==> src/design/sfla_pkg.sv <==
`default_nettype none
package sfla_pkg;

  // Pool geometry
  localparam int NUM_CLASSES      = 128;
  localparam int BLOCKS_PER_CLASS = 128;
  localparam int TOTAL_BLOCKS     = NUM_CLASSES * BLOCKS_PER_CLASS;

  // Field widths
  localparam int SIZE_W     = 16;
  localparam int HANDLE_W   = 14;
  localparam int STATUS_W   = 2;
  localparam int CFG_ADDR_W = 4;
  localparam int CFG_DATA_W = 16;

  // Size rounding grain of 8 bytes
  localparam int GRAIN_SHIFT = 3;
  localparam int KIDX_W      = SIZE_W + 1 - GRAIN_SHIFT;
  localparam logic [SIZE_W:0] GRAIN_MASK = (SIZE_W + 1)'((1 << GRAIN_SHIFT) - 1);

  // Storage widths
  localparam int BLK_AW  = (TOTAL_BLOCKS > 1) ? $clog2(TOTAL_BLOCKS) : 1;
  localparam int LINK_W  = $clog2(TOTAL_BLOCKS + 1);
  localparam int CLS_W   = (NUM_CLASSES > 1) ? $clog2(NUM_CLASSES) : 1;
  localparam int SLOT_W  = (BLOCKS_PER_CLASS > 1) ? $clog2(BLOCKS_PER_CLASS) : 1;
  localparam logic [LINK_W-1:0] EMPTY_LINK = LINK_W'(TOTAL_BLOCKS);

  // Register indexes and reset values
  localparam logic [CFG_ADDR_W-1:0] REG_MIN_SIZE = CFG_ADDR_W'(0);
  localparam logic [CFG_ADDR_W-1:0] REG_MAX_SIZE = CFG_ADDR_W'(1);
  localparam logic [SIZE_W-1:0]     MIN_SIZE_RST = SIZE_W'(16);
  localparam logic [SIZE_W-1:0]     MAX_SIZE_RST = SIZE_W'(1024);

  // Status codes
  localparam logic [STATUS_W-1:0] ST_DONE      = STATUS_W'(0);
  localparam logic [STATUS_W-1:0] ST_EXHAUSTED = STATUS_W'(1);
  localparam logic [STATUS_W-1:0] ST_NO_CLASS  = STATUS_W'(2);

  typedef struct packed {
    logic                req_type;
    logic [SIZE_W-1:0]   req_size;
    logic [HANDLE_W-1:0] free_handle;
  } req_t;

  typedef struct packed {
    logic [STATUS_W-1:0] status;
    logic [HANDLE_W-1:0] alloc_handle;
  } rsp_t;

  typedef struct packed {
    logic              en;
    logic [CLS_W-1:0]  addr;
    logic [LINK_W-1:0] data;
  } head_wr_t;

  typedef struct packed {
    logic              en;
    logic [BLK_AW-1:0] addr;
    logic [LINK_W-1:0] data;
  } link_wr_t;

  typedef enum logic [1:0] {
    S_IDLE,
    S_HEAD,
    S_LINK
  } state_t;

endpackage
`default_nettype wire

==> src/design/sfla_init.sv <==
`default_nettype none
module sfla_init
  import sfla_pkg::*;
(
  input  wire logic clk,
  input  wire logic rst,
  output logic      init_done,
  output head_wr_t  head_wr,
  output link_wr_t  link_wr
);

  logic              active;
  logic [BLK_AW-1:0] idx;
  logic [SLOT_W-1:0] slot;
  logic [CLS_W-1:0]  cls;
  logic [BLK_AW-1:0] idx_prev;
  logic              slot_last;

  assign idx_prev  = idx - BLK_AW'(1);
  assign slot_last = (slot == SLOT_W'(BLOCKS_PER_CLASS - 1));

  // Sweep every block once, tracking slot and class alongside the block index
  always_ff @(posedge clk) begin
    if (rst) begin
      active <= 1'b1;
      idx    <= '0;
      slot   <= '0;
      cls    <= '0;
    end else if (active) begin
      if (idx == BLK_AW'(TOTAL_BLOCKS - 1)) begin
        active <= 1'b0;
      end
      idx <= idx + BLK_AW'(1);
      if (slot_last) begin
        slot <= '0;
        cls  <= cls + CLS_W'(1);
      end else begin
        slot <= slot + SLOT_W'(1);
      end
    end
  end

  // Link each slot to the previous one; the last slot becomes the class head
  always_comb begin
    link_wr.en   = active;
    link_wr.addr = idx;
    link_wr.data = (slot == '0) ? EMPTY_LINK : LINK_W'(idx_prev);
    head_wr.en   = active && slot_last;
    head_wr.addr = cls;
    head_wr.data = LINK_W'(idx);
  end

  assign init_done = !active;

endmodule
`default_nettype wire

==> config.mk <==
export PLATFORM = sky130hd
export DESIGN_NAME = sfla_init
export DESIGN_NICKNAME = d
export VERILOG_FILES = /design/src/design/sfla_pkg.sv /design/src/design/sfla_init.sv
export SDC_FILE = /design/constraint.sdc
export NUM_CORES = 1
export LEC_CHECK = 0
export BUFFER_PORTS_ARGS = -buffer_cell sky130_fd_sc_hd__buf_2
export CORE_MARGIN = 8
export CORE_UTILIZATION = 50
export DETAILED_ROUTE_END_ITERATION = 7
export PLACE_DENSITY = 0.84
export SKIP_LAST_GASP = 1
export SYNTH_ARGS = -nofsm -noshare
export SYNTH_HDL_FRONTEND = slang
export SYNTH_SLANG_ARGS = --single-unit
==> constraint.sdc <==
create_clock -name clk -period 1.6 [get_ports clk]
set_input_delay 0 -clock clk [delete_from_list [all_inputs] [get_ports clk]]
set_output_delay 0 -clock clk [all_outputs]
set_load 0.05 [all_outputs]
Word-level counts from Yosys, hierarchy flattened:

Cells that the tools add are included.

* multiplexer cells: 4
* $add $sub $neg: 4
* equality and inequality tests: 2
* reduce and logical (&&, ||, !) cells: 4

Operators with widths (count)
* 15-bit two-way mux: 1
* 14-bit by 1-bit adder with 14-bit output (second input constant): 1
* 7-bit by 1-bit adder with 7-bit output (second input constant): 2
* 14-bit == test (second input constant): 1
* 14-bit by 1-bit subtractor with 14-bit output (second input constant): 1
* 7-bit == test (second input constant): 1
* 7-bit logical NOT: 1
* 7-bit two-way mux: 1
* 1-bit two-way mux: 2
* 2-bit AND reduction: 1
* 1-bit logical AND: 1
* 1-bit logical NOT: 1

* output and inout bits: 54
* logic and storage cells: 18
* register bits after elaboration: 29

Logic depth before layout (Yosys ltp):

* depth after elaboration: 3
* mapped depth: 6

Least setup slack after synthesis:

No wires, ideal clock.

* path type: reg-to-output
* start: register idx[0]
* end: output port link_wr[12] in the netlist's numbering
* arrival: 2.256 ns
* cell stages (with the launch flop): 7
* setup slack: -0.656 ns
* data required time: 1.600 ns
* path through: dfxtp_1 -> inv_1 -> ha_1 -> nor3b_1 -> nand4_1 -> xor2_1 -> nor2_1

RTL lines
* start, declared: line sfla_init.sv:13 `logic [BLK_AW-1:0] idx;`
* start signal, assigned: line sfla_init.sv:33 `idx <= idx + BLK_AW'(1);`
* end, declared: line sfla_init.sv:9 `output link_wr_t link_wr`

==> impl_metrics.yaml <==
hold_path:
  min_path_cells: 2
  holdCritStartpoint: "rst"
  hold_end: "idx[4]$_SDFFE_PP0P_"
  hp-class: "input pin to flip-flop"
route:
  drt_wl_total_um: 5090
  ant_nets: 0
  wire_per_inst_um: 15.5
  via_per_inst: 5.17
  via_count: 1701
  drtIter0Drc: 76
  drc: 0
  firstDrtPassIters: 4
logic_synthesis:
  synth.area.top_cells: "dfxtp_1 (33%), xor2_1 (11%), nor2_1 (8.6%)"
  synth_cell_types: 38
  yosys_warnings: 0
  async_reset_ff_share_pct: 0
  ys_ff_latch: 29
  syn_area_mm2: 0.00176
  synth-edff-count: 0
  synth.yosys.seq_area_share_pct: 33.1
  dominantRegCellSynth: "dfxtp_1"
  post-synth-top-area-cell: "dfxtp_1"
  synthCells: 215
  synth_nets: 222
  yosysTopAreaCellShare_pct: 33.1
  synth.avg_cell_area_um2: 8.16
setup_path:
  cp.arrival_ps: 2030
  critPathRequiredTime_ps: 1600
  r2r_slack_ps: 120
  rr_endpoint: "cls[5]$_SDFFE_PP0P_"
  criticalPathCategory: "flip-flop to primary output"
  critPathLaunchType: "flip-flop"
  path_max_fanout: 6
  ff2ff_path_depth: 6
  end_kind: "primary output"
  r2r_start: "slot[3]$_SDFFE_PP0P_"
status:
  violations: "negative setup slack"
  status: "finished, violations left"
sta:
  max_slew_margin_pct: 65.7
  setup_viol: 15
  finClkSkew_ps: 5.25
  tightest_slew_ps: 514
  fin_crit_ps: 2030
  tns_ps: -5840
  fin_crit_sh_pct: 127
  slew_viol_final: 0
  hold_viol_final: 0
  fmax_mhz: 493
  rsz0062_at_grt: "yes"
  layout_setup_ws_ps: -429
power_and_ir_drop:
  ir_drop_mv: 0.513
  p_per_area_mw_per_mm2: 826
  power_leakage_nw: 1.19
cells_and_area:
  postLayoutCoreUtil_pct: 76.3
  final_area_mm2: 0.00256
  antenna-diode-count: 0
  area_growth_pct: 46.1
  nets: 289
  drive_gt1_share_pct: 47.3
  fill_cells: 241
  stdcell_count: 329
floorplanning:
  start_util_pct: 52.2
  dieWidth_um: 75.3
  rows: 21
  coreArea_mm2: 0.00336
  dieArea_mm2: 0.00566
  dieHeight_um: 75.3
  pin_count: 56
clock_network:
  clkTransAtPathRegs_ps: 90
  cts_sinks: 29
  cts_buffer_depth: 2
  htree_levels: 2
  root_buffer: "clkbuf_4"
  ctsHoldBuffers: 0
  cts_tree: "done"
  numCtsBuffers: 5
  clk_latency_ps: 330
grt:
  antenna_found_initial: 0
  grt_pass1_wl_um: 7970
  grt_use_total_pct: 18.3
  grt_overflow: 0
  grt_pass1_vias: 1703
  grt_max_degree: 30
placement:
  placed_area_mm2: 0.00227
  gp_congestion: 0.834
  post-place-cells: 315
  post-dp-hpwl_um: 3290
  port_buffers: 54
run:
  cap_violations: 0
worst max-delay path, cell delays in order (launching register included):
cell	delay, ps
dfxtp_2	330
inv_2	60
ha_4	120
or4b_4	480
nor3_4	220
buf_6	150
buf_12	130
nor2_2	50
buf_6	150
worst max path at each step:
stage	start	to	cells past startpoint
final	slot[1]$_SDFFE_PP0P_	link_wr[4]	8
after global routing	slot[1]$_SDFFE_PP0P_	link_wr[4]	8
after CTS	slot[1]$_SDFFE_PP0P_	link_wr[5]	8
after detailed placement	slot[1]$_SDFFE_PP0P_	link_wr[4]	7
after global placement	slot[1]$_SDFFE_PP0P_	link_wr[2]	7
after floorplan	idx[7]$_SDFFE_PP0P_	link_wr[13]	5
metrics by stage:
stage	total power [W]	hold WS, ps	worst slack, ps
floorplan	0.00134	307	-188
global placement	0.00146	459	-78.9
detailed placement	0.00148	465	-141
CTS	0.00210	118	-396
global route	0.00221	134	-496
finish	0.00212	119	-429
synthesized netlist by cell type, drive strengths merged, types with 2 or more instances:
cell,n
a21oi,5
and3,4
and4,3
buf,23
clkbuf,5
dfxtp,29
ha,5
inv,7
mux2i,2
nand2,10
nand3,10
nand4,12
nand4b,2
nor2,41
nor3,7
nor4,4
o21ai,3
o31ai,2
xnor2,11
xor2,22
power by group:
group | leakage [nW] | internal, W | switching, W
logic | 0.916 | 0.000347 | 0.000565
registers | 0.241 | 0.000729 | 0.00000945
clock network | 0.0326 | 0.000217 | 0.000249
total | 1.19 | 0.00129 | 0.000824
state kept, by name, summed over array words and instances (netlist names):
signal  flops
idx        14
cls         7
slot        7
active      1
area by class of cell:
cell class | count | area, um2 | area share [%]
clock buffer | 8 | 58.8 | 2.29
tap | 46 | 57.6 | 2.24
multi-input combinational | 151 | 1150 | 44.8
inverter | 7 | 26.3 | 1.02
sequential | 29 | 608 | 23.7
timing repair buffer | 88 | 664 | 25.9
kinds of logic after synthesis:
kind of cell	Yosys count	share of synthesized area (%)
flops	29	33.1
fa+ha+maj	5	3.56
simple gates	99	29.9
buf+inv	35	11.8
xor+xnor	33	16.5
mux	2	1.14
compound gates	11	3.78
other cells	1	0.214
routing by layer:
layer | wire length [um] | vias to the layer above | track usage, % | share of wire, %
li1 | - | 840 | - | -
met1 | 1990 | 797 | 19.0 | 39
met2 | 2720 | 53 | 34.4 | 53
met3 | 295 | 11 | 4.53 | 5.8
met4 | 86 | 0 | 6.40 | 1.7
met5 | 0 | - | 0 | 0
layout by cell type (no fill, tap or decap), drive strengths merged, types with 7 or more instances in the layout:
cell type | Yosys | layout
nand4 | 12 | 12
clkbuf | 5 | 8
xor2 | 22 | 22
buf | 23 | 88
nand3 | 10 | 10
nor3 | 7 | 7
nand2 | 10 | 10
dfxtp | 29 | 29
xnor2 | 11 | 11
nor2 | 41 | 41
inv | 7 | 7
timing repair:
item / in CTS / in global routing
buffers inserted: 5 / 1
endpoints found under the hold margin: 0 / 0
resized for setup: 43 / 10
gates cloned: 1 / 0
pin swaps: 5 / 3
setup endpoints to repair: 16 / 21
Power figures use the tool's default switching activity.
