<file path="config.mk">
export PLATFORM = sky130hd
export DESIGN_NAME = sfla_ram
export DESIGN_NICKNAME = d
export VERILOG_FILES = /design/src/design/sfla_ram.sv
export SDC_FILE = /design/constraint.sdc
export NUM_CORES = 1
export LEC_CHECK = 0
export ABC_CLOCK_PERIOD_IN_PS = 4200
export BUFFER_PORTS_ARGS = -buffer_cell sky130_fd_sc_hd__buf_2
export CORE_MARGIN = 4
export CORE_UTILIZATION = 60
export DETAILED_ROUTE_END_ITERATION = 8
export GPL_TIMING_DRIVEN = 0
export HOLD_SLACK_MARGIN = 0.06
export PLACE_DENSITY_LB_ADDON = 0.15
export SKIP_CTS_REPAIR_TIMING = 1
export SLEW_MARGIN = 30
export SYNTH_ARGS = -nofsm -noshare
export SYNTH_HDL_FRONTEND = slang
export SYNTH_SLANG_ARGS = --single-unit
</file>
<file path="constraint.sdc">
create_clock -name clk -period 4.2 [get_ports clk]
set_input_delay 0.84 -clock clk [delete_from_list [all_inputs] [get_ports clk]]
set_output_delay 0.84 -clock clk [all_outputs]
set_load 0.05 [all_outputs]
</file>
<file path="src/design/sfla_ram.sv">
`default_nettype none
module sfla_ram #(
  parameter int WIDTH = 8,
  parameter int DEPTH = 16,
  localparam int AW = (DEPTH > 1) ? $clog2(DEPTH) : 1
) (
  input  wire logic             clk,
  input  wire logic             we,
  input  wire logic [AW-1:0]    waddr,
  input  wire logic [WIDTH-1:0] wdata,
  input  wire logic [AW-1:0]    raddr,
  output logic      [WIDTH-1:0] rdata
);

  logic [WIDTH-1:0] mem [DEPTH];

  // Write one entry, read one entry with registered data (old data on collision)
  always_ff @(posedge clk) begin
    if (we) begin
      mem[waddr] <= wdata;
    end
    rdata <= mem[raddr];
  end

endmodule
`default_nettype wire

</file>
# Word-level counts from Yosys, hierarchy flattened
# Memory sizes are Yosys's and may differ from the RTL's. A register that Yosys moved wholly into a read port is not among the register bits.
# Cells that the tools add are included.
# Widths: inputs -> output; s select.
# word_totals
ram_bits	128
n_memories	1
ff_bits	0
word_cells	3
romBits	0
output_inout_bits	8
latch_bits	0
# op_classes
multipliers	0
n_mux	2
n_eq_ne	0
n_addsub	0
reduce_logical	0
shift	0
n_bitwise	0
n_div	0
magnitude_cmp	0
# mem_list
memory	depth	word_bits	read_ports	rd_clocked_by_memory_dff	write_ports	line_no	rtl
mem	16	8	1	1	1	15	logic [WIDTH-1:0] mem [DEPTH];
# op_table
op	n
$mux 1	2

# Longest topological paths before layout
# Gate-level depths: netlist of run 1.
# logic_depth
word_depth	2
mapped_depth	5
ltp_nobuf	3

# Worst setup path after synthesis of run 1
# No wires, ideal clock.
# synth_timing
path_kind	in2reg
start	input waddr[2]
end	memory mem[0][0] (enable)
setup_slack_ns	1.867
arrival_ns	1.950
stages	2
path_buffers	0
cell_sequence	or3b_2 > nor3_1
# synth_lines
item	line_no	rtl
start, declared	9	input wire logic [AW-1:0] waddr,
end, declared	15	
# Straight into the memory's write port.

# Final worst setup path of run 1
# layout_timing
start	input waddr[2]
end	memory mem[3][5] (enable)
# Straight into the memory's write port.

==> flow_summary_export.csv, run 1 <==
group,metric,value,unit
worst_setup_path,critPathLaunchType,"primary input",
yosys,synth_nets,247,
worst_setup_path,critPathMaxFanout,8,
clocking,clock-sinks,136,
clocking,cts_max_level,4,
route,avgRoutedWirePerCell,24.4,µm
global_routing,overflow,0,
place,dp.cells,358,
power_and_ir_drop,ir_drop,0.320,mV
power_and_ir_drop,power_frac_seq,0.494,
place,place.gp.congestion,0.705,
global_routing,antenna_found_initial,0,
clocking,clk_pin_slew,0.06,ns
route,vias_per_cell,6.21,
power_and_ir_drop,powerDensity,516,nW/µm²
floorplan,ioPinCount,26,
yosys,synth-simple-area-share,0.0318,
yosys,synth_xor_area_frac,0,
yosys,synthesis.area,5150,µm²
power_and_ir_drop,p_int,2.43,mW
yosys,yosysWarnings,0,
cells_and_area,layout_common_cells,"edfxtp_1, buf_2, mux4_2",
cells_and_area,fin_cells,390,
sta,max_freq,503,MHz
floorplan,coreArea,8300,µm²
sta,timing.final.ws_setup,2.21,ns
yosys,synth_cell_types,19,
global_routing,grt_pass1_vias,2456,
sta,hold_viol,0,
power_and_ir_drop,power_frac_clock,0.449,
floorplan,die_h,101,µm
flow_run,maxCapViolCount,0,
yosys,synth_mux_area_frac,0.150,
yosys,synth-compound-area-share,0.0233,
yosys,synth-seq-cells,136,
clocking,cts_tree,"done",
power_and_ir_drop,power.switching,654,µW
clocking,clk_latency,0.52,ns
yosys,synth_top_family_by_area,"multiplexers",
global_routing,grt_max_degree,17,
cells_and_area,diodes,0,
cells_and_area,postLayoutCoreUtil,0.720,
cells_and_area,nets,290,
sta,relSlewSlack,0.454,
sta,period_share,0.473,
sta,whs,0.686,ns
route,drc,0,
sta,setup_viol,0,
floorplan,die_w,101,µm
sta,rsz0062_at_grt,"false",
yosys,synthCells,229,
cells_and_area,area_growth,16.2,%
place,port_buffers,24,
power_and_ir_drop,p_comb_frac,0.056,
route,vias,2421,
sta,clock-skew-final,0.0101,ns
route,routed_wl,9530,µm
place,dp_slack,1.70,ns
route,dr.pass1.iters,5,
sta,setup_tns,0,ns
yosys,yosysSeqAreaShare,0.778,
route,drt-initial-drc-count,193,
global_routing,track_usage,0.213,
floorplan,initial_core_util,0.620,
place,dp_hpwl,5960,µm
worst_setup_path,worstPathRequired,4.35,ns
power_and_ir_drop,swShare,0.212,
sta,worstMarginPinSlew,0.816,ns
clocking,cts_buffers,17,
cells_and_area,final_common_cell,"edfxtp_1",
worst_setup_path,worst-setup-path-type,"in2reg",
outcome,status,"finished, final reports clean",
worst_setup_path,arrival,2.14,ns
clocking,clk_path_buf_depth,2,
clocking,root_buffer,"clkbuf_8",
cells_and_area,drive_above_1_share,0.305,
floorplan,rows,33,
sta,period_needed,1.99,ns
yosys,syn_area_per_cell,22.5,µm²
yosys,synth-adder-area-share,0,
hold_path,worst_hold_path_type,"reg2reg",
worst_setup_path,cp-end-kind,"flop",
floorplan,dieArea,10100,µm²
sta,maxSlewViolCount,0,
global_routing,grt_pass1_wl,14500,µm
power_and_ir_drop,p_leak,2.01,nW
route,antenna_left,0,
## state kept, by name, summed over array words and instances (netlist names)
signal  cells
mem       128
rdata       8
## critical path, cell delays in order
cell and delay [ns]:
buf_2 0.11, or3b_2 0.54, nor2_1 0.64
## cell type report
cell class,count,area [µm²]
Fill cell,466,2320
Timing Repair Buffer,24,120
Clock inverter,13,129
Multi-Input combinational cell,83,1080
Sequential cell,136,4000
Buffer,10,86.3
Tap cell,105,131
Clock buffer,19,432
## power groups by stage
stage | registers, mW | logic, mW | clock network, mW
2_1_floorplan | 1.58 | 0.0770 | 0
3_3_place_gp | 1.55 | 0.170 | 0
3_5_place_dp | 1.55 | 0.175 | 0
4_1_cts | 1.53 | 0.176 | 1.39
5_1_grt | 1.53 | 0.186 | 1.46
6_report | 1.52 | 0.174 | 1.39
## cell families after synthesis
logic type,after synthesis
buffers and inverters,10
AO/OA/AOI/OAI,16
flip-flops,136
multiplexers,32
AND/OR/NAND/NOR,35
## metrics by stage
stage	total power [mW]	instance area, µm²
4_1_cts	3.09	5980
3_3_place_gp	1.72	5400
6_report	3.09	5980
5_1_grt	3.18	5980
2_1_floorplan	1.66	5150
3_5_place_dp	1.73	5420
## metal layers
layer | vias up | GRT usage | share of wire | wire (µm)
li1 | 1056 | - | - | -
met1 | 1232 | 0.296 | 0.41 | 3890
met2 | 118 | 0.316 | 0.49 | 4630
met3 | 15 | 0.0623 | 0.084 | 801
met4 | 0 | 0.0964 | 0.021 | 199
met5 | - | 0 | 0 | 0
## final timing paths
| path | startpoint | endpoint | slack (ns) | cells past startpoint |
|---|---|---|---|---|
| max reg2reg | mem[4][3] | rdata[3] | 2.82 | 3 |
| min reg2reg | mem[3][2] | rdata[2] | 0.69 | 3 |
| max | waddr[2] | mem[3][5] | 2.21 | 3 |
| min | mem[3][2] | rdata[2] | 0.69 | 3 |
## Yosys cell counts (all sizes together)
master           n  area, µm²
edfxtp         128       3840
mux4            32        773
a22oi           16        120
nor2            13       48.8
nand2            9       33.8
dfxtp            8        160
buf              7       56.3
nor3             4       20.0
clkdlybuf4s25    3       30.0
nand2b           2       12.5
nand3b           2       15.0
and2             1       6.26
and2b            1       7.51
nand3            1       5.00
nor2b            1       6.26
or3b             1       8.76
(Power assumes the default switching activity.)
==> inputs of run 2 (changes only) <==
- ABC_AREA: unset -> 1
- ABC_CLOCK_PERIOD_IN_PS: 4200 -> 2100
- clock period: 4.2 -> 2.1 ns (I/O delays scaled with it)
==> flow_summary_export.csv, run 2 <==
group,metric,value,unit
hold_path,worst_hold_path_type,"in2reg",
clocking,cts_tree,"done",
worst_setup_path,cp_slowest_cell,"dfxtp_1",
cells_and_area,layout_common_cells,"nand2_1, edfxtp_1, inv_1",
floorplan,initial_core_util,0.621,
route,drt-initial-drc-count,426,
worst_setup_path,critPathBufInv,1,
place,dp_slack,0.208,ns
global_routing,grtUsageMet2,0.390,
worst_setup_path,r2r_slack,1.07,ns
cells_and_area,nets,610,
floorplan,die_w,106,µm
route,avgRoutedWirePerCell,18.8,µm
power_and_ir_drop,ir_drop,0.776,mV
outcome,status,"finished, final reports clean",
global_routing,grt_busiest_layer,"met2",
route,dr.pass1.iters,5,
place,place.gp.congestion,0.868,
sta,setup_viol,0,
cells_and_area,postLayoutCoreUtil,0.713,
floorplan,ioPinCount,26,
worst_setup_path,timing.rr.start,"mem[2][7]",
sta,setup_tns,0,ns
worst_setup_path,cpPeakStageDelay,0.32,ns
yosys,yosysSeqAreaShare,0.694,
route,antenna_left,0,
worst_setup_path,worstPathRequired,1.68,ns
power_and_ir_drop,power_frac_seq,0.476,
sta,maxSlewViolCount,0,
worst_setup_path,cp-end-kind,"output pin",
worst_setup_path,worst-setup-path-type,"reg2out",
clocking,cts_buffers,17,
route,routed_wl,13800,µm
global_routing,track_usage,0.262,
route,vias_per_cell,5.49,
yosys,synth_most_common_cell,"nand2_1",
yosys,synth_top_area_frac,0.667,
power_and_ir_drop,power.switching,1.54,mW
yosys,yosys-top-cells-area,"edfxtp_1, nand2_1, nand3_1",
global_routing,grt_pass1_vias,3800,
yosys,synth_commonest_cells,"nand2_1, edfxtp_1, inv_1, nand3_1, nor2_1",
worst_setup_path,critPathMaxFanout,1,
power_and_ir_drop,p_leak,2.88,nW
yosys,synthesis.area,5770,µm²
sta,rsz0062_at_grt,"false",
yosys,async_flop_share,0,
cells_and_area,fin_area,6620,µm²
cells_and_area,fillerInstances,710,
power_and_ir_drop,total_power,6.40,mW
cells_and_area,final_common_cell,"nand2_1",
floorplan,coreArea,9280,µm²
place,dp_hpwl,8860,µm
floorplan,dieArea,11200,µm²
floorplan,rows,35,
cells_and_area,top_regs,"mem x128, rdata x8",
clocking,clk_path_buf_depth,2,
worst_setup_path,arrival,1.09,ns
power_and_ir_drop,power_frac_clock,0.453,
worst_setup_path,cp_top_family,"flip-flops",
sta,timing.final.ws_setup,0.593,ns
sta,period_needed,1.51,ns
cells_and_area,area_growth,14.8,%
clocking,clk_pin_slew,0.06,ns
cells_and_area,top_register,"mem",
yosys,syn_area_per_cell,10.5,µm²
flow_run,maxCapViolCount,0,
cells_and_area,drive_above_1_share,0.132,
place,port_buffers,22,
floorplan,die_h,106,µm
global_routing,overflow,0,
sta,relSlewSlack,0.378,
clocking,clock-sinks,136,
power_and_ir_drop,powerDensity,967,nW/µm²
sta,worstMarginPinSlew,0.930,ns
sta,clock-skew-final,0.0132,ns
route,vias,4029,
yosys,synth-seq-cells,136,
global_routing,met1_usage,0.390,
global_routing,grt_max_degree,17,
yosys,synthFlopType,"edfxtp_1",
sta,max_freq,664,MHz
cells_and_area,largest_register_ffs,128,
power_and_ir_drop,p_comb_frac,0.071,
worst_setup_path,cp_cell_sequence,"buf_2",
clocking,cts_max_level,4,
place,post_dp_cell_area,6040,µm²
global_routing,grtUsageMet3,0.0644,
clocking,root_buffer,"clkbuf_8",
yosys,yosysWarnings,0,
clocking,clk_latency,0.52,ns
yosys,synth_edf_count,128,
power_and_ir_drop,p_int,4.86,mW
sta,period_share,0.718,
global_routing,grt_pass1_wl,21600,µm
yosys,synthCells,551,
worst_setup_path,startpoint,"rdata[4]",
hold_path,worst_hold_startpoint,"wdata[5]",
power_and_ir_drop,swShare,0.240,
global_routing,antenna_found_initial,0,
yosys,synth_top_area_cell,"edfxtp_1",
yosys,synth_cell_types,12,
cells_and_area,diodes,0,
worst_setup_path,critPathLaunchType,"flop",
yosys,synth_nets,569,
sta,hold_viol,0,
route,drc,0,
-- run 2: cell type report --
class | count | area, µm² | area share
Multi-Input combinational cell | 289 | 1220 | 0.184
Buffer | 24 | 166 | 0.0251
Timing Repair Buffer | 22 | 110 | 0.0166
Inverter | 102 | 383 | 0.0578
Tap cell | 129 | 161 | 0.0244
Sequential cell | 136 | 4000 | 0.605
Clock inverter | 15 | 168 | 0.0253
Clock buffer | 17 | 414 | 0.0625
-- run 2: per-layer routing --
layer,vias to the layer above,part of all wire
li1,1857,-
met1,1905,0.42
met2,240,0.45
met3,27,0.11
met4,0,0.019
met5,-,0
-- run 2: path summary, 6_finish.rpt --
path,to,cells after the start
setup / recovery,rdata[4],1
hold / removal,mem[2][5],1
setup reg to reg,rdata[7],6
hold reg to reg,rdata[2],6
-- run 2: power by group through the flow --
stage	Combinational, mW	Clock (mW)	Sequential, mW
2_1_floorplan	0.214	0	3.17
3_3_place_gp	0.437	0	3.10
3_5_place_dp	0.447	0	3.11
4_1_cts	0.450	2.91	3.05
5_1_grt	0.494	3.05	3.05
6_report	0.455	2.90	3.05
-- run 2: cells by family (layout without fill, tap and decap cells) --
logic type | Yosys count | after routing | synth area share
and+or+nand+nor | 289 | 289 | 0.210
DFF | 136 | 136 | 0.694
buffers and inverters | 126 | 180 | 0.0952
-- run 2: per-stage QoR --
step           cells  hold slack [ns]
6_report         734            0.321
3_3_place_gp     702            0.672
3_5_place_dp     702            0.676
2_1_floorplan    551            0.519
5_1_grt          734            0.318
4_1_cts          734            0.305
