===== src/design/sfla_pkg.sv =====
`default_nettype none
package sfla_pkg;

  // Pool geometry
  localparam int NUM_CLASSES      = 128;
  localparam int BLOCKS_PER_CLASS = 128;
  localparam int TOTAL_BLOCKS     = NUM_CLASSES * BLOCKS_PER_CLASS;

  // Field widths
  localparam int SIZE_W     = 16;
  localparam int HANDLE_W   = 14;
  localparam int STATUS_W   = 2;
  localparam int CFG_ADDR_W = 4;
  localparam int CFG_DATA_W = 16;

  // Size rounding grain of 8 bytes
  localparam int GRAIN_SHIFT = 3;
  localparam int KIDX_W      = SIZE_W + 1 - GRAIN_SHIFT;
  localparam logic [SIZE_W:0] GRAIN_MASK = (SIZE_W + 1)'((1 << GRAIN_SHIFT) - 1);

  // Storage widths
  localparam int BLK_AW  = (TOTAL_BLOCKS > 1) ? $clog2(TOTAL_BLOCKS) : 1;
  localparam int LINK_W  = $clog2(TOTAL_BLOCKS + 1);
  localparam int CLS_W   = (NUM_CLASSES > 1) ? $clog2(NUM_CLASSES) : 1;
  localparam int SLOT_W  = (BLOCKS_PER_CLASS > 1) ? $clog2(BLOCKS_PER_CLASS) : 1;
  localparam logic [LINK_W-1:0] EMPTY_LINK = LINK_W'(TOTAL_BLOCKS);

  // Register indexes and reset values
  localparam logic [CFG_ADDR_W-1:0] REG_MIN_SIZE = CFG_ADDR_W'(0);
  localparam logic [CFG_ADDR_W-1:0] REG_MAX_SIZE = CFG_ADDR_W'(1);
  localparam logic [SIZE_W-1:0]     MIN_SIZE_RST = SIZE_W'(16);
  localparam logic [SIZE_W-1:0]     MAX_SIZE_RST = SIZE_W'(1024);

  // Status codes
  localparam logic [STATUS_W-1:0] ST_DONE      = STATUS_W'(0);
  localparam logic [STATUS_W-1:0] ST_EXHAUSTED = STATUS_W'(1);
  localparam logic [STATUS_W-1:0] ST_NO_CLASS  = STATUS_W'(2);

  typedef struct packed {
    logic                req_type;
    logic [SIZE_W-1:0]   req_size;
    logic [HANDLE_W-1:0] free_handle;
  } req_t;

  typedef struct packed {
    logic [STATUS_W-1:0] status;
    logic [HANDLE_W-1:0] alloc_handle;
  } rsp_t;

  typedef struct packed {
    logic              en;
    logic [CLS_W-1:0]  addr;
    logic [LINK_W-1:0] data;
  } head_wr_t;

  typedef struct packed {
    logic              en;
    logic [BLK_AW-1:0] addr;
    logic [LINK_W-1:0] data;
  } link_wr_t;

  typedef enum logic [1:0] {
    S_IDLE,
    S_HEAD,
    S_LINK
  } state_t;

endpackage
`default_nettype wire


===== src/design/sfla_ctrl.sv =====
`default_nettype none
module sfla_ctrl
  import sfla_pkg::*;
(
  input  wire logic              clk,
  input  wire logic              rst,
  input  wire logic              init_done,
  input  wire logic              start,
  input  wire req_t              req,
  input  wire logic [SIZE_W-1:0] min_size,
  input  wire logic [SIZE_W-1:0] max_size,
  input  wire logic [LINK_W-1:0] head_rdata,
  input  wire logic [LINK_W-1:0] link_rdata,
  output logic                   busy,
  output logic                   done,
  output rsp_t                   rsp,
  output logic [CLS_W-1:0]       head_raddr,
  output logic [BLK_AW-1:0]      link_raddr,
  output head_wr_t               head_wr,
  output link_wr_t               link_wr
);

  state_t              state, state_next;
  logic                cur_type;
  logic                cur_hit;
  logic [CLS_W-1:0]    cur_cls;
  logic [HANDLE_W-1:0] cur_handle;
  logic                fwd_valid;
  logic [LINK_W-1:0]   fwd_data;
  logic [LINK_W-1:0]   granted, granted_next;
  logic                done_next;
  rsp_t                rsp_next;

  logic [SIZE_W:0]     rounded;
  logic [SIZE_W:0]     diff;
  logic [KIDX_W-1:0]   kidx;
  logic                in_hit;
  logic [CLS_W-1:0]    in_cls;
  logic [LINK_W-1:0]   head_val;
  logic                head_empty;
  logic                handle_ok;
  logic                accept;
  logic                finish;

  // Map the request size to a class index
  always_comb begin
    rounded = ({1'b0, req.req_size} + GRAIN_MASK) & ~GRAIN_MASK;
    diff    = rounded - {1'b0, min_size};
    kidx    = diff[SIZE_W:GRAIN_SHIFT];
    in_hit  = !(rounded < {1'b0, min_size}) && !(rounded > {1'b0, max_size})
              && ((diff & GRAIN_MASK) == '0) && (kidx < KIDX_W'(NUM_CLASSES));
    in_cls  = CLS_W'(kidx);
  end

  assign head_raddr = in_cls;
  assign head_val   = fwd_valid ? fwd_data : head_rdata;
  assign head_empty = (32'(head_val) >= 32'(TOTAL_BLOCKS));
  assign handle_ok  = (32'(cur_handle) < 32'(TOTAL_BLOCKS));

  // Only a granted allocate needs the link-memory read; busy also holds during the reset sweep
  assign busy   = !init_done
                  || ((state == S_HEAD) && cur_hit && !cur_type && !head_empty);
  assign accept = start && !busy;

  always_ff @(posedge clk) begin
    if (rst) begin
      state <= S_IDLE;
      done  <= 1'b0;
    end else begin
      state <= state_next;
      done  <= done_next;
    end
  end

  // Capture the transaction and forward a head written on the same edge
  always_ff @(posedge clk) begin
    if (accept) begin
      cur_type   <= req.req_type;
      cur_hit    <= in_hit;
      cur_cls    <= in_cls;
      cur_handle <= req.free_handle;
      fwd_valid  <= head_wr.en && (head_wr.addr == in_cls);
      fwd_data   <= head_wr.data;
    end
    granted <= granted_next;
    if (done_next) begin
      rsp <= rsp_next;
    end
  end

  // Sequence the head read, the link read and the write-back
  always_comb begin
    state_next            = state;
    done_next             = 1'b0;
    rsp_next.status       = ST_DONE;
    rsp_next.alloc_handle = '0;
    head_wr               = '0;
    link_wr               = '0;
    link_raddr            = BLK_AW'(head_val);
    granted_next          = granted;
    finish                = 1'b0;
    unique case (state)
      S_IDLE: begin
        if (accept) begin
          state_next = S_HEAD;
        end
      end
      S_HEAD: begin
        if (!cur_hit) begin
          rsp_next.status = ST_NO_CLASS;
          finish          = 1'b1;
        end else if (cur_type) begin
          // Push the freed handle in front of the current head
          if (handle_ok) begin
            link_wr.en   = 1'b1;
            link_wr.addr = BLK_AW'(cur_handle);
            link_wr.data = head_val;
            head_wr.en   = 1'b1;
            head_wr.addr = cur_cls;
            head_wr.data = LINK_W'(cur_handle);
          end
          finish = 1'b1;
        end else if (head_empty) begin
          rsp_next.status = ST_EXHAUSTED;
          finish          = 1'b1;
        end else begin
          granted_next = head_val;
          state_next   = S_LINK;
        end
      end
      S_LINK: begin
        // Pop: the next link becomes the new head
        head_wr.en            = 1'b1;
        head_wr.addr          = cur_cls;
        head_wr.data          = link_rdata;
        rsp_next.alloc_handle = HANDLE_W'(granted);
        finish                = 1'b1;
      end
      default: begin
        state_next = S_IDLE;
      end
    endcase
    if (finish) begin
      done_next  = 1'b1;
      state_next = accept ? S_HEAD : S_IDLE;
    end
  end

endmodule
`default_nettype wire


===== config.mk =====
export PLATFORM = sky130hd
export DESIGN_NAME = sfla_ctrl
export DESIGN_NICKNAME = d
export VERILOG_FILES = /design/src/design/sfla_pkg.sv /design/src/design/sfla_ctrl.sv
export SDC_FILE = /design/constraint.sdc
export NUM_CORES = 1
export LEC_CHECK = 0
export ABC_AREA = 1
export BUFFER_PORTS_ARGS = -buffer_cell sky130_fd_sc_hd__buf_2
export CORE_UTILIZATION = 45
export DETAILED_ROUTE_END_ITERATION = 16
export HOLD_SLACK_MARGIN = 0.05
export PLACE_DENSITY = 0.75
export SYNTH_ARGS = -nofsm -noshare
export SYNTH_HDL_FRONTEND = slang
export SYNTH_SLANG_ARGS = --single-unit
export TNS_END_PERCENT = 20

===== constraint.sdc =====
create_clock -name clk -period 2.83 [get_ports clk]
set_clock_uncertainty 0.1 [all_clocks]
set_input_delay 0.283 -clock clk [delete_from_list [all_inputs] [get_ports clk]]
set_output_delay 0.283 -clock clk [all_outputs]
set_load 0.02 [all_outputs]

# [Word level (Yosys, flattened, before mapping)]
# Cells that the tools add are included.
[op_classes] n_addsub=2 n_lt_le_gt_ge=4 eq_ne=8 muxes=22 bitwise_logic=4 n_reduce_logical=20
[ops] operator="2-to-1 mux 30 bit" n=3
[ops] operator="2-to-1 mux 23 bit" n=2
[ops] operator="one-hot mux 23 bit (2 select lines)" n=1
[ops] operator="adder 16 x 3 -> 17 bit, second input constant" n=1
[ops] operator="> comparator 17 x 16 -> 1 bit" n=1
[ops] operator="logical NOT 17 bit" n=1
[ops] operator="less-than comparator 17 x 16 -> 1 bit" n=1
[ops] operator="subtractor 17 x 16 -> 17 bit" n=1
[ops] operator=">= comparator 15 bit, second input constant" n=1
[ops] operator="2-to-1 mux 15 bit" n=1
[ops] operator="less-than comparator 14 x 8 -> 1 bit, second input constant" n=1
[ops] operator="2-to-1 mux 2 bit" n=6
[ops] operator="inequality test 3 bit, second input constant" n=4
[ops] operator="logical AND 1 bit" n=8
[ops] operator="equality test 7 bit" n=1
[ops] operator="2-to-1 mux 1 bit" n=7
[ops] operator="logical NOT 1 bit" n=6
[ops] operator="one-hot mux 2 bit (3 select lines)" n=1
[ops] operator="AND reduction 5 bit" n=1
[ops] operator="NOT 1 bit" n=4
[ops] operator="AND reduction 4 bit" n=1
[ops] operator="OR reduction 3 bit" n=1
[ops] operator="equality test 2 x 1 -> 1 bit, second input constant" n=1
[ops] operator="equality test 2 bit, second input constant" n=1
[ops] operator="other kinds (4)" n=4
[totals] regBits=72 wordCells=72

# [Depth between registers and ports, before layout]
# Gate-level depths: netlist of run 1.
[logic_depth] depth_word=10 ltp_mapped=25 ltp_nobuf=25

# [Worst setup path after synthesis of run 1]
# Ideal clock, no wire load.
[synth_timing] path_type="input -> register" start="in req[16] in the netlist's numbering" end="reg cur_hit, data pin" t_arrival_ns=2.241 required_ns=2.478 path_slack_ns=0.236 cell_stages=25 cell_sequence="inv_1 > nand2_1 > nor2_2 > nor2_4 > nand2_2 > nor2_4 > inv_2 > nor2_4 > inv_1 > nor3_2 > xor2_1 > ha_1 > nand2_1 > nor2_1 > inv_1 > nor2_1 > nand2_1 > nand3_1 > nand2_1 > nand2_1 > inv_1 > nand2_1 > nor2_1 > nand2_1 > nor2_2"
[synth_via] elab_chain_cells=6 word_cells_on_any_way=10 cone_classes="add/sub (2); order compare (3); reduce/logical (5)"
[synth_lines] element="start: declaration" line="sfla_ctrl.sv:9" source="input wire req_t req,"
[synth_lines] element="adder 16 x 3 -> 17 bit (*)" line="sfla_ctrl.sv:47" source="rounded = ({1'b0, req.req_size} + GRAIN_MASK) & ~GRAIN_MASK;"
[synth_lines] element="branches (longest 4 deep; another with subtractor 17 x 16 -> 17 bit)"
[synth_lines] element="logical AND 1 bit (*)" line="sfla_ctrl.sv:51" source="&& ((diff & GRAIN_MASK) == '0) && (kidx < KIDX_W'(NUM_CLASSES));"
[synth_lines] element="named net in_hit" line="sfla_ctrl.sv:37" source="logic in_hit;"
[synth_lines] element="end signal: assignment" line="sfla_ctrl.sv:79" source="cur_hit <= in_hit;"
[synth_lines] element="end: declaration" line="sfla_ctrl.sv:25" source="logic cur_hit;"
# Mark *: on every way through the listed nets, which the timed path passes.
# A chain may end at the register's enable or synchronous reset.

# [Worst setup path after layout of run 1]
[layout_timing] start="in req[16] in the netlist's numbering" end="out head_raddr[4]"
[layout_via] elab_chain_cells=2
[layout_lines] element="adder 16 x 3 -> 17 bit" line="sfla_ctrl.sv:47"
[layout_lines] element="subtractor 17 x 16 -> 17 bit" line="sfla_ctrl.sv:48" source="diff = rounded - {1'b0, min_size};"
[layout_lines] element="end: declaration" line="sfla_ctrl.sv:17" source="output logic [CLS_W-1:0] head_raddr,"
# No other way between the ends.

==> results of run 1 <==
-- worst paths after layout --
check / start / to / cells after the start
max: req[16] / head_raddr[4] / 18
min: link_rdata[14] / fwd_data[14]$_DFFE_PP_ / 3
min reg2reg: state[1]$_SDFFE_PP0P_ / state[1]$_SDFFE_PP0P_ / 2
max reg2reg: fwd_valid$_DFFE_PP_ / rsp[9]$_SDFFCE_PP0P_ / 8
-- timing repair --
action	CTS	global route
hold buffers	16	0
hold endpoints to repair	18	0
buffers inserted	0	4
setup endpoints to repair	0	4
resized for setup	0	22
-- cell usage in the layout (no fill, tap or decap), types with 3 or more instances in the layout --
cell / instances
nand2_1: 176
inv_1: 157
nand4_1: 10
ha_4: 4
buf_4: 14
xor2_1: 6
nor2_4: 5
nor2_2: 5
or2_2: 14
dlygate4sd3_1: 16
nand2_2: 12
edfxtp_1: 69
o21ai_0: 15
xor2_2: 3
dfxtp_1: 3
buf_2: 186
clkbuf_8: 9
a21oi_1: 26
inv_2: 5
xnor2_1: 5
nand3_1: 23
ha_1: 23
nor2_1: 47
-- power groups by stage --
stage	sequential, mW	clock [mW]	combinational [mW]
floorplan	1.23	0	0.411
global placement	1.24	0	0.624
detailed placement	1.24	0	0.628
CTS	1.21	0.810	0.648
global route	1.22	0.858	0.761
finish	1.21	0.792	0.682
-- cell type report --
cell class / count / area [um^2]
Tap cell: 136 / 170
Multi-Input combinational cell: 396 / 2210
Inverter: 162 / 608
Fill cell: 928 / 3880
Clock inverter: 6 / 67.6
Timing Repair Buffer: 217 / 1220
Sequential cell: 72 / 2130
Clock buffer: 10 / 128
-- critical path, stage by stage --
cell	delay, ns
buf_2	0.09
inv_1	0.06
nand2_2	0.06
nor2_4	0.13
nor2_4	0.05
nand2_4	0.07
nor2_4	0.04
buf_4	0.14
xnor2_1	0.14
inv_1	0.10
ha_4	0.31
nand2_1	0.08
nor2_1	0.11
nand2_1	0.10
nand2_2	0.13
nand2_1	0.08
nand2_1	0.08
buf_2	0.19
-- sequential cells by signal, indices dropped and copies added (netlist names), 2 cells and up --
register	cells
rsp	16
cur_cls	7
state	2
cur_handle	14
fwd_data	15
granted	14
-- layer usage --
metal	GRT usage, %	up-vias	wire [um]
li1	-	2397	-
met1	29.1	2036	5500
met2	39.9	144	6320
met3	3.31	22	559
met4	6.25	0	265
met5	0	-	0
-- kinds of logic after synthesis --
group	after synthesis	synth area share, %
flops	72	43.7
compound gates	47	5.31
xor+xnor	14	2.67
simple gates	306	27.8
fa+ha+maj	29	7.43
buf+inv	170	13.1
-- stage by stage --
step	TNS (ns)	worst slack (ns)	cells	hold WS, ns
after floorplan	0	0.236	638	0.252
after global placement	0	0.00603	963	0.360
after detailed placement	-0.0566	-0.0566	963	0.361
after CTS	0	0.0689	995	0.142
after global routing	-0.00788	-0.00520	999	0.193
final	0	0.189	999	0.164
==> results.toml, run 1 <==
[run_status]
outcome = "completed"

[setup_path]
crit_required_ns = 2.45
regToRegSetupSlack_ns = 0.57
cp.arrival_ns = 2.26
critical_path_class = "in2out"
setup.worst_path.end_class = "output port"
worstPathMaxFanout = 4
cp-start-kind = "input pin"

[synthesis]
synthFlopType = "edfxtp_1"
synth_cell_types = 35
syn_area_um2 = 4880
syn_inst = 638
async_flop_share_pct = 0
syn_area_per_cell_um2 = 7.65
yosysTopAreaCell = "edfxtp_1"
synth_nets = 764
yosys.area.top_type_share_pct = 42.5
synth_edf_count = 69
ys_warn_count = 0
synth_common_cells = "180 x nand2_1, 158 x inv_1, 69 x edfxtp_1"
yosysMostFrequentCell = "nand2_1"
synthTopCellsByArea = "edfxtp_1 42%, nand2_1 14%, inv_1 12%"
synth_seq_cells = 72
seq_area_frac_synth_pct = 43.7

[placement]
dp_hpwl_um = 10200
port_buffers = 188
place_area_um2 = 6040
routabilityCongestion = 0.947

[grt]
grt_overflow = 0
antenna_found_initial = 0
grt_pass1_vias = 4255
track_usage_pct = 22.8
grt_pass1_wl_um = 20100
grt_max_degree = 42

[floorplanning]
fp.coreArea_um2 = 10400
floorplan.die.height_um = 106
rows = 37
die_area_um2 = 11300
start_util_pct = 46.9
die_w_um = 106
io_pins = 189

[routing]
drtIter0Drc = 298
wl_per_cell_um = 12.7
dr.pass1.iters = 5
vias = 4599
postRouteAntennaNets = 0
drcViolationCount = 0
finalWirelength_um = 12600
vias_per_cell = 4.60

[cts]
cts_tree = "built"
clk_pin_slew_ns = 0.08
ctsRootBufferMaster = "clkbuf_8"
cts_buffer_depth = 2
clock_tree.htree_level_count = 3
cts.sinks = 72
cts_buffers = 9
clock_latency_ns = 0.33

[timing]
tightest_slew_ns = 0.610
finalSetupViolCount = 0
hold_viol = 0
maxSlewViolCount = 0
maxSlewHeadroom_pct = 59.3
fin_crit_ns = 2.64
finalCritPeriodShare_pct = 93.3
clock.fmax_mhz = 379

[final_layout]
synthToLayoutAreaGrowth_pct = 33.8
antenna_cells = 0
final_area_um2 = 6530
fin_util_pct = 62.7
nets = 984
drive_above_1_share_pct = 31.9

[power]
p_seq_share_pct = 45.2
p_leak_nw = 3.71
power.switching_uw = 804
power.share.combinational_pct = 25.4
switching_share_pct = 29.9
power_mw = 2.69
p_int_mw = 1.88
p_clk_share_pct = 29.5
ir_drop_mv = 0.334
power.density_nw_per_um2 = 411

[job]
maxCapViolations = 0

[min_path]
hold_path_class = "in2reg"
Power figures use the tool's default switching activity.
==> inputs of run 2 (changes only) <==
--- a/config.mk
+++ b/config.mk
@@ -10,6 +10,7 @@
 export CORE_UTILIZATION = 45
 export DETAILED_ROUTE_END_ITERATION = 16
 export HOLD_SLACK_MARGIN = 0.05
+export MAX_ROUTING_LAYER = met4
 export PLACE_DENSITY = 0.75
 export SYNTH_ARGS = -nofsm -noshare
 export SYNTH_HDL_FRONTEND = slang
==> constraint.sdc (replaced) <==
create_clock -name clk -period 2.99 [get_ports clk]
set_clock_uncertainty 0.1 [all_clocks]
set_input_delay 0.299 -clock clk [delete_from_list [all_inputs] [get_ports clk]]
set_output_delay 0.299 -clock clk [all_outputs]
set_load 0.02 [all_outputs]
==> run 2 against run 1 <==
- global-route usage grew 0.53 points
- largest power group unchanged
- highest routed layer unchanged
- power is 8.0% lower
- combinational power shrank 10%
- clock power fell by 10%
==> results.toml, run 2 (same netlist as run 1, synthesis figures left out) <==
[run_status]
outcome = "completed"

[timing]
maxSlewHeadroom_pct = 58.5
hold_viol = 0
fin_crit_ns = 2.78
tns_ns = 0
rsz0062_at_grt = "true"
clock.fmax_mhz = 359
finalCritPeriodShare_pct = 93.1
maxSlewViolCount = 0
finalSetupViolCount = 0
tightest_slew_ns = 0.621

[final_layout]
nets = 975
drive_above_1_share_pct = 29.9
fin_util_pct = 61.3
multi_input_area_um2 = 2140
largest_register_ffs = 16
fill_cells = 982
mostFrequentLayoutCell = "buf_2"
seqCellArea_um2 = 2130
largest-register = "rsp"
antenna_cells = 0
top_regs = "rsp (16), fwd_data (15)"
synthToLayoutAreaGrowth_pct = 30.8
layout_common_cells = "187 x buf_2, 180 x nand2_1, 158 x inv_1, 69 x edfxtp_1, 50 x nor2_1"

[floorplanning]
io_pins = 189
die_area_um2 = 11300
floorplan.die.height_um = 106
fp.coreArea_um2 = 10400
start_util_pct = 46.9
rows = 37
die_w_um = 106

[setup_path]
cp.arrival_ns = 2.38
setup.worst_path.end_class = "output port"
reg2reg_depth = 8
crit_required_ns = 2.59
critical_path_class = "in2out"
cp-start-kind = "input pin"
worstPathMaxFanout = 6

[cts]
ctsRootBufferMaster = "clkbuf_8"
clock_tree.htree_level_count = 3
cts.sinks = 72
cts_buffer_depth = 2
clk_pin_slew_ns = 0.08
cts_tree = "built"
clock_latency_ns = 0.34
cts_buffers = 9

[routing]
finalWirelength_um = 12600
wl_met3_um = 524
met2_length_um = 6320
wl_met1_um = 5600
postRouteAntennaNets = 0
wl_per_cell_um = 12.7
drcViolationCount = 0
vias = 4557
top_layer = "met4"
dr.pass1.iters = 5
drtIter0Drc = 235
vias_per_cell = 4.60

[grt]
grt_overflow = 0
track_usage_pct = 23.3
antenna_found_initial = 0
grt_pass1_wl_um = 19900
grt_max_degree = 30
grt_pass1_vias = 4290

[power]
ir_drop_mv = 0.233
switching_share_pct = 31.8
p_leak_nw = 3.65
p_int_mw = 1.69
p_clk_share_pct = 28.8
p_seq_share_pct = 46.4
power.share.combinational_pct = 24.8
power.density_nw_per_um2 = 388
power.switching_uw = 786

[job]
maxCapViolations = 0

[placement]
routabilityCongestion = 0.936
port_buffers = 188
dp_hpwl_um = 10400

[min_path]
hold_depth = 3
hold_path_class = "in2reg"
[run 2: path summary, 6_finish.rpt]
check,from,endpoint,slack [ns]
max,req[16],head_raddr[6],0.21
min reg2reg,state[1]$_SDFFE_PP0P_,state[1]$_SDFFE_PP0P_,0.38
min,link_rdata[14],fwd_data[14]$_DFFE_PP_,0.17
max reg2reg,fwd_valid$_DFFE_PP_,rsp[3]$_SDFFCE_PP0P_,0.71
[run 2: per-layer routing]
metal	up-vias	GRT usage [%]
met3	12	2.94
met1	2044	29.0
met2	116	39.9
met5	-	-
met4	0	6.15
li1	2385	-
[run 2: metrics by stage]
| step | std cells | area, um^2 | hold slack (ns) | power, mW | setup WS (ns) |
|---|---|---|---|---|---|
| finish | 990 | 6380 | 0.171 | 2.47 | 0.207 |
| floorplan | 638 | 4880 | 0.268 | 1.56 | 0.380 |
| detailed placement | 958 | 6000 | 0.376 | 1.76 | -0.00258 |
| CTS | 990 | 6350 | 0.161 | 2.49 | 0.158 |
| global placement | 958 | 6000 | 0.369 | 1.75 | 0.105 |
| global route | 990 | 6380 | 0.206 | 2.62 | -0.0542 |
[run 2: timing repair]
action,CTS,global route
setup buffers,0,0
resized for setup,0,6
hold buffers,16,0
endpoints found under the hold margin,18,0
endpoints found under the setup margin,0,3
[run 2: final cells by class]
type | count | share of cell area, %
multi-input cells | 396 | 33.5
clock buffers | 9 | 1.94
flip-flops and latches | 72 | 33.4
inverters | 162 | 9.53
repair buffers | 208 | 18.0
well taps | 136 | 2.67
clock inverters | 7 | 0.980
[run 2: worst max-delay path, stage by stage]
cell and delay, ns:
buf_2 0.09, inv_1 0.04, nand2_1 0.05, nor2_2 0.16, nor2_4 0.05, nand2_2 0.11
nor2_4 0.06, nand2_1 0.09, xor2_1 0.15, inv_1 0.08, ha_2 0.39, nand2_1 0.08
inv_2 0.08, nand2_1 0.05, nand2_1 0.10, inv_1 0.06, nand2_1 0.06, nand2_1 0.06
nand2_1 0.12, buf_2 0.19
[run 2: power groups by stage]
stage / registers, mW / clock network, mW / logic, mW
2_1_floorplan: 1.17 / 0 / 0.389
3_3_place_gp: 1.17 / 0 / 0.582
5_1_grt: 1.15 / 0.779 / 0.685
3_5_place_dp: 1.17 / 0 / 0.588
4_1_cts: 1.15 / 0.730 / 0.606
6_report: 1.15 / 0.711 / 0.614
==> inputs of run 3 (changes only) <==
--- a/config.mk
+++ b/config.mk
@@ -8,6 +8,7 @@
 export ABC_AREA = 1
 export BUFFER_PORTS_ARGS = -buffer_cell sky130_fd_sc_hd__buf_2
 export CORE_UTILIZATION = 45
+export CTS_BUF_LIST = sky130_fd_sc_hd__clkbuf_4
 export DETAILED_ROUTE_END_ITERATION = 16
 export HOLD_SLACK_MARGIN = 0.05
 export MAX_ROUTING_LAYER = met4
==> run 3 against run 2 <==
- wire length grew 1.2%
- cell area shrank 0.57%
- via count is essentially flat
- worst hold slack lost 0.072 ns
- sequential cell count is the same
- sequential power is essentially flat
- register-to-register slack is essentially flat
- die area is the same
- first-iteration DRC count grew 29%
- maximum frequency shrank 0.83%
- power shrank 5.5%
- largest cell class unchanged
- largest power group unchanged
==> results.toml, run 3 (same netlist as run 1, synthesis figures left out) <==
[timing]
finalSetupViolCount = 0
fin_crit_ns = 2.81
finalCritPeriodShare_pct = 93.8
maxSlewHeadroom_pct = 57.4
maxSlewViolCount = 0
hold_viol = 0
tightest_slew_ns = 0.638
rsz0062_at_grt = "true"
hold_slack_ns = 0.0999
clock.fmax_mhz = 356

[power]
power.density_nw_per_um2 = 368
ir_drop_mv = 0.256
p_leak_nw = 3.64

[final_layout]
top_regs = "rsp (16), fwd_data (15)"
nets = 976
drive_above_1_share_pct = 29.9
mostFrequentLayoutCell = "buf_2"
antenna_cells = 0
largest_register_ffs = 16
fill_cells = 983
largest-register = "rsp"
synthToLayoutAreaGrowth_pct = 30.0
layout_common_cells = "186 x buf_2, 179 x nand2_1, 158 x inv_1, 69 x edfxtp_1, 50 x nor2_1"
final_area_um2 = 6350

[routing]
dr.pass1.iters = 5
drcViolationCount = 0
finalWirelength_um = 12800
wl_per_cell_um = 12.9
vias_per_cell = 4.60
vias = 4560
drtIter0Drc = 303
postRouteAntennaNets = 0

[cts]
cts_tree = "built"
ctsRootBufferMaster = "clkbuf_4"
clock_latency_ns = 0.41
clock_tree.htree_level_count = 3
clk_pin_slew_ns = 0.13
cts_buffers = 9
cts_buffer_depth = 2
cts.sinks = 72

[grt]
grt_pass1_wl_um = 19900
grt_max_degree = 30
track_usage_pct = 23.5
antenna_found_initial = 0
grt_overflow = 0
grt_pass1_vias = 4304

[placement]
dp_hpwl_um = 10400
port_buffers = 188
routabilityCongestion = 0.936
place_area_um2 = 6000

[floorplanning]
fp.coreArea_um2 = 10400
floorplan.die.height_um = 106
start_util_pct = 46.9
die_area_um2 = 11300
die_w_um = 106
io_pins = 189
rows = 37

[setup_path]
worstPathMaxFanout = 5
setup.worst_path.end_class = "output port"
crit_required_ns = 2.59
critical_path_class = "in2out"
cp-start-kind = "input pin"
cp.arrival_ns = 2.41

[job]
maxCapViolations = 0

[min_path]
hold_path_class = "in2reg"

[run_status]
outcome = "completed"
## run 3: through the flow
stage / util [%] / setup WS [ns] / setup TNS (ns) / total power [mW] / cells
after CTS: 60.4 / 0.158 / 0 / 2.34 / 990
after global routing: 60.9 / -0.0311 / -0.0554 / 2.47 / 991
final: 60.9 / 0.184 / 0 / 2.34 / 991
after global placement: 57.6 / 0.105 / 0 / 1.75 / 958
after detailed placement: 57.6 / -0.00258 / -0.00258 / 1.76 / 958
after floorplan: - / 0.380 / 0 / 1.56 / 638
## run 3: area by class of cell
class | instances | area [um^2] | area share [%]
clock buffer | 9 | 67.6 | 1.06
clock inverter | 7 | 62.6 | 0.986
timing repair buffer | 209 | 1160 | 18.2
inverter | 162 | 608 | 9.58
sequential | 72 | 2130 | 33.6
tap | 136 | 170 | 2.68
multi-input combinational | 396 | 2150 | 33.9
## run 3: critical path: stages
cell and delay, ns:
buf_2 0.07, inv_1 0.03, nand2_1 0.11, nor2_4 0.06, nor2_4 0.09, nand2_2 0.10
nor2_4 0.16, inv_2 0.06, nor2_4 0.14, xor2_2 0.22, ha_4 0.25, nand2_1 0.06
nand2_1 0.10, inv_1 0.07, nand2_1 0.08, inv_1 0.08, nand2_1 0.06, nand2_1 0.07
nand2_1 0.11, buf_4 0.18
## run 3: worst paths after layout
| path | start | endpoint | slack (ns) | depth (start not counted) |
|---|---|---|---|---|
| hold reg to reg | state[1]$_SDFFE_PP0P_ | state[1]$_SDFFE_PP0P_ | 0.39 | 2 |
| hold / removal | link_rdata[14] | fwd_data[14]$_DFFE_PP_ | 0.1 | 3 |
| setup / recovery | req[16] | head_raddr[6] | 0.18 | 20 |
| setup reg to reg | fwd_valid$_DFFE_PP_ | rsp[6]$_SDFFCE_PP0P_ | 0.71 | 8 |
## run 3: layer usage
layer	vias up	share of wire (%)	global-route usage, %
met4	0	1.7	6.75
met5	-	0	-
met1	2037	44	28.8
li1	2392	-	-
met3	16	4.7	3.49
met2	115	50	40.2
## run 3: what timing repair did
action	CTS	global route
endpoints found under the setup margin	0	2
hold buffers	16	0
buffers inserted	0	1
endpoints found under the hold margin	18	0
resized for setup	0	9
## run 3: report_power, final
group	internal (mW)	leakage (nW)	switching, mW
sequential	1.14	0.698	0.0117
combinational	0.238	2.88	0.385
clock	0.187	0.0630	0.380
